**config.mk**
```make
export PLATFORM = sky130hd
export DESIGN_NAME = kti_div
export DESIGN_NICKNAME = d
export VERILOG_FILES = /design/src/hw/rtl/kti_pkg.sv /design/src/hw/rtl/kti_div.sv
export SDC_FILE = /design/constraint.sdc
export NUM_CORES = 1
export LEC_CHECK = 0
export ABC_CLOCK_PERIOD_IN_PS = 9250
export BUFFER_PORTS_ARGS = -buffer_cell sky130_fd_sc_hd__buf_2
export CAP_MARGIN = 30
export CORE_MARGIN = 2
export CORE_UTILIZATION = 59
export DETAILED_ROUTE_END_ITERATION = 8
export PLACE_DENSITY = 0.93
export SYNTH_ARGS = -nofsm -noshare
export SYNTH_HDL_FRONTEND = slang
export SYNTH_SLANG_ARGS = --single-unit
```
**constraint.sdc**
```tcl
create_clock -name clk -period 9.25 [get_ports clk]
set_input_delay 0.925 -clock clk [delete_from_list [all_inputs] [get_ports clk]]
set_output_delay 0.925 -clock clk [all_outputs]
set_load 0.005 [all_outputs]
```
**src/hw/rtl/kti_pkg.sv**
```systemverilog
// shared types and constants for the keyframe track interpolator
// no dependencies
`default_nettype none
package kti_pkg;
  localparam int MaxKeys = 64;
  localparam int AddrW = $clog2(MaxKeys);
  localparam int CntW = $clog2(MaxKeys + 1);
  localparam logic [21:0] DegPerRadQ16 = 22'd3754936;

  localparam logic [1:0] OP_LOAD = 2'd0;
  localparam logic [1:0] OP_CLEAR = 2'd1;

  localparam logic [2:0] ST_INTERP = 3'd0;
  localparam logic [2:0] ST_BEFORE = 3'd1;
  localparam logic [2:0] ST_AFTER = 3'd2;
  localparam logic [2:0] ST_EMPTY = 3'd3;
  localparam logic [2:0] ST_LOADED = 3'd4;
  localparam logic [2:0] ST_FULL = 3'd5;
  localparam logic [2:0] ST_ORDER = 3'd6;

  localparam logic [1:0] REG_DEGREES = 2'd0;

  typedef struct packed {
    logic [31:0] t;
    logic [31:0] x;
    logic [31:0] y;
    logic [31:0] z;
  } key_t;

  // start pulse and operands for the shared divider
  typedef struct packed {
    logic        start;
    logic [63:0] dividend;
    logic [31:0] divisor;
  } div_req_t;

  typedef struct packed {
    logic        done;
    logic [63:0] quot;
  } div_rsp_t;
endpackage
`default_nettype wire

```
**src/hw/rtl/kti_div.sv**
```systemverilog
// restoring unsigned divider, one quotient bit per cycle, 64 by 32 bits
// depends on kti_pkg
`default_nettype none
module kti_div import kti_pkg::*; (
  input  wire logic     clk,
  input  wire logic     rst,
  input  wire div_req_t req,
  output div_rsp_t      rsp
);
  logic [63:0] q;
  logic [31:0] rem;
  logic [31:0] dvs;
  logic [6:0]  cnt;
  logic        busy;
  logic        done;
  logic [32:0] trial;

  always_comb begin
    trial = {rem, q[63]} - {1'b0, dvs};
  end

  always_ff @(posedge clk) begin
    if (rst) begin
      busy <= 1'b0;
      done <= 1'b0;
      cnt <= '0;
    end else begin
      done <= busy && !req.start && (cnt == 7'd63);
      if (req.start) begin
        busy <= 1'b1;
        q <= req.dividend;
        dvs <= req.divisor;
        rem <= '0;
        cnt <= 7'd0;
      end else if (busy) begin
        if (!trial[32]) begin
          rem <= trial[31:0];
          q <= {q[62:0], 1'b1};
        end else begin
          rem <= {rem[30:0], q[63]};
          q <= {q[62:0], 1'b0};
        end
        cnt <= cnt + 7'd1;
        if (cnt == 7'd63) busy <= 1'b0;
      end
    end
  end
  assign rsp = '{done: done, quot: q};
endmodule
`default_nettype wire

```
==> results_dict.tcl <==
set metrics [dict create \
    outcome "finished, final reports clean" \
    peakVddDrop_uv 163 \
    ioPinCount 164 \
    avgViaCountPerCell 5.89 \
    fp.dieW_um 115 \
    finalPower_w 0.00181 \
    tns_ns 0 \
    post_cts_buffers 0 \
    fmax_mhz 252 \
    clock-sinks 137 \
    grt_usage 0.274 \
    design.core.area_mm2 0.0120 \
    synth-seq-cells 137 \
    finish.net_count 909 \
    post-place-cells 904 \
    synth_top_cell_by_area "edfxtp_1" \
    synth_cells 615 \
    final-setup-viol-count 0 \
    path_clk_slew_ns 0.06 \
    drc 0 \
    slew_violations 0 \
    async_flop_share 0 \
    grt_max_degree 59 \
    leakage_nw 3.68 \
    hold_viol_final 0 \
    synth-edff-count 128 \
    wirelength_mm 17.5 \
    arrival_ns 4.23 \
    crit_type "reg2reg" \
    max_stage_delay_ns 0.68 \
    synth_area_mm2 0.00728 \
    wire_per_inst_um 18.7 \
    cts_tree "built" \
    critical_path.max_fanout 34 \
    core.rowCount 40 \
    ys_types 57 \
    first_global_vias 5563 \
    syn2layout_area_growth_pct 21.1 \
    overflow 0 \
    hpwl_mm 12.3 \
    synth_area_leaders "edfxtp_1 (53%), mux2_2 (9.9%), ha_1 (5.7%), a21oi_1 (3.9%), nand2_1 (3.7%)" \
    clock_skew_ns 0.00852 \
    htree_levels 4 \
    grt_pass1_wl_mm 27.6 \
    antenna_found_initial 1 \
    final.period_utilization 0.429 \
    drtPass1Iterations 5 \
    n_fill_cell 813 \
    clock_latency_ns 0.43 \
    synth_fp_nets 748 \
    crit_chain "ha_1, a21oi_1, o211ai_1, a211oi_1, o21ai_0, mux2i_1, o41ai_4, nor2_4, nand2_1, o22ai_1" \
    drive_gt1_frac 0.341 \
    tightest_slew_ns 0.810 \
    cts_buffers 17 \
    crit_slowest_cell "nor2_4" \
    synth-warning-count 0 \
    cts_hold_buffers 0 \
    io_buffers 163 \
    cp-end-kind "flip-flop" \
    yosysTopAreaCellShare 0.528 \
    slew_headroom 0.459 \
    cp-start-kind "flip-flop" \
    fin_cells 937 \
    maxCapViolCount 0 \
    cts_resized 0 \
    min_path_type "reg2reg" \
    grt_setup_unrepaired "no" \
    avgSynthCellArea_um2 11.8 \
    yosysSeqAreaShare 0.553 \
    cts_root_buf "clkbuf_16" \
    gp_congestion 0.887 \
    ys.flop_type "edfxtp_1" \
    power_density_mw_per_mm2 206 \
    antenna_left 0 \
    die_h_um 115 \
    cp_data_required_time_ns 9.51 \
    drt_iter0_drc 377 \
    die_area_mm2 0.0132 \
    min_period_ns 3.97 \
    vias 5518 \
    clock_path_buffers 2 \
    initial_core_util 0.606 \
]
==> power by group <==
part,leakage [nW],total (W),switching [W],internal (W)
registers,1.30,0.000764,0.0000249,0.000739
clock network,0.280,0.000668,0.000269,0.000399
logic,2.10,0.000378,0.000215,0.000163
==> critical path, delay by kind of cell, from the launching register on <==
kind	cells	cell delay [ns]
AO/OA/AOI/OAI	6	1.62
AND/OR/NAND/NOR	2	0.95
adder cells (fa/ha/maj)	1	0.42
multiplexers	1	0.41
flip-flops	1	0.39
==> path summary, 6_finish.rpt <==
| path | cells past startpoint | slack, ns | start | end |
|---|---|---|---|---|
| worst max-delay path | 10 | 5.28 | rem[24] | rem[27] |
| worst min-delay path | 2 | 0.51 | cnt[5] | cnt[5] |
| worst max register to register | 10 | 5.28 | rem[24] | rem[27] |
| worst min register to register | 2 | 0.51 | cnt[5] | cnt[5] |
==> cell usage in the layout (no fill, tap or decap), types with 4 or more instances in the layout <==
| cell | netlist | final |
|---|---|---|
| nor2_1 | 24 | 22 |
| o21bai_1 | 5 | 5 |
| ha_1 | 33 | 33 |
| clkbuf_16 | 0 | 17 |
| nand4_1 | 9 | 9 |
| nand2b_1 | 6 | 6 |
| nand2_1 | 71 | 71 |
| mux2_2 | 64 | 64 |
| and2_1 | 5 | 5 |
| buf_4 | 1 | 4 |
| o21a_1 | 4 | 4 |
| xnor2_1 | 18 | 18 |
| nand3_1 | 10 | 10 |
| a21o_1 | 11 | 11 |
| clkinv_4 | 0 | 5 |
| and3_1 | 5 | 5 |
| a21oi_1 | 57 | 57 |
| buf_2 | 2 | 162 |
| o21ai_0 | 19 | 19 |
| dfxtp_1 | 9 | 9 |
| a31oi_1 | 6 | 6 |
| edfxtp_1 | 128 | 128 |
| xor2_1 | 11 | 11 |
| a211oi_1 | 4 | 4 |
| o211ai_1 | 4 | 4 |
| inv_1 | 42 | 42 |
==> logic make-up (layout without fill, tap and decap cells) <==
| family | count (synthesis) | after routing | synth area share |
|---|---|---|---|
| AND/OR/NAND/NOR | 151 | 151 | 0.0975 |
| buffers and inverters | 68 | 242 | 0.0390 |
| AO/OA/AOI/OAI | 130 | 130 | 0.114 |
| XOR/XNOR | 29 | 29 | 0.0349 |
| adder cells (fa/ha/maj) | 34 | 34 | 0.0595 |
| flip-flops | 137 | 137 | 0.553 |
| other | 0 | 1 | 0 |
| multiplexers | 66 | 66 | 0.102 |
==> final cells by class <==
class / count / area, um2 / area share
clock inverters: 13 / 146 / 0.0166
flip-flops and latches: 137 / 4020 / 0.457
diodes: 1 / 2.50 / 0.000284
well taps: 147 / 184 / 0.0209
repair buffers: 168 / 883 / 0.100
inverters: 42 / 158 / 0.0179
multi-input cells: 410 / 2980 / 0.338
clock buffers: 19 / 433 / 0.0491
==> synthesized netlist by cell type (3+ instances only) <==
library cell	n
buf_6	3
a31oi_1	6
nand3_1	10
nor3b_1	3
nand2_1	71
and2_1	5
nor4_1	3
a21o_1	11
xnor2_1	18
nand4_1	9
nor2b_1	3
dfxtp_1	9
or3_1	3
a21oi_1	57
buf_1	4
clkbuf_1	16
o211ai_1	4
inv_1	42
a211oi_1	4
mux2_2	64
o21ai_0	19
o21a_1	4
and3_1	5
nand2b_1	6
nor2_1	24
ha_1	33
o21bai_1	5
xor2_1	11
edfxtp_1	128
==> through the flow <==
stage / worst slack [ns] / hold slack (ns) / util / area, um2
floorplan: 3.19 / 0.458 / - / 7280
CTS: 5.32 / 0.505 / 0.733 / 8810
global route: 5.00 / 0.540 / 0.733 / 8810
global placement: 5.36 / 0.469 / 0.681 / 8180
finish: 5.28 / 0.507 / 0.733 / 8810
detailed placement: 5.36 / 0.497 / 0.685 / 8230
==> metal layers <==
metal,GRT usage,routed length (um)
met2,0.470,8970
met4,0.111,448
met5,0,0
met1,0.322,6680
met3,0.0854,1420
==> sequential cells by signal, indices dropped and copies added, names as in the netlist <==
| signal | cells |
|---|---|
| q | 64 |
| dvs | 32 |
| rem | 32 |
| cnt | 7 |
| busy | 1 |
| done | 1 |
Note: power is estimated with default switching activity, not from simulation.
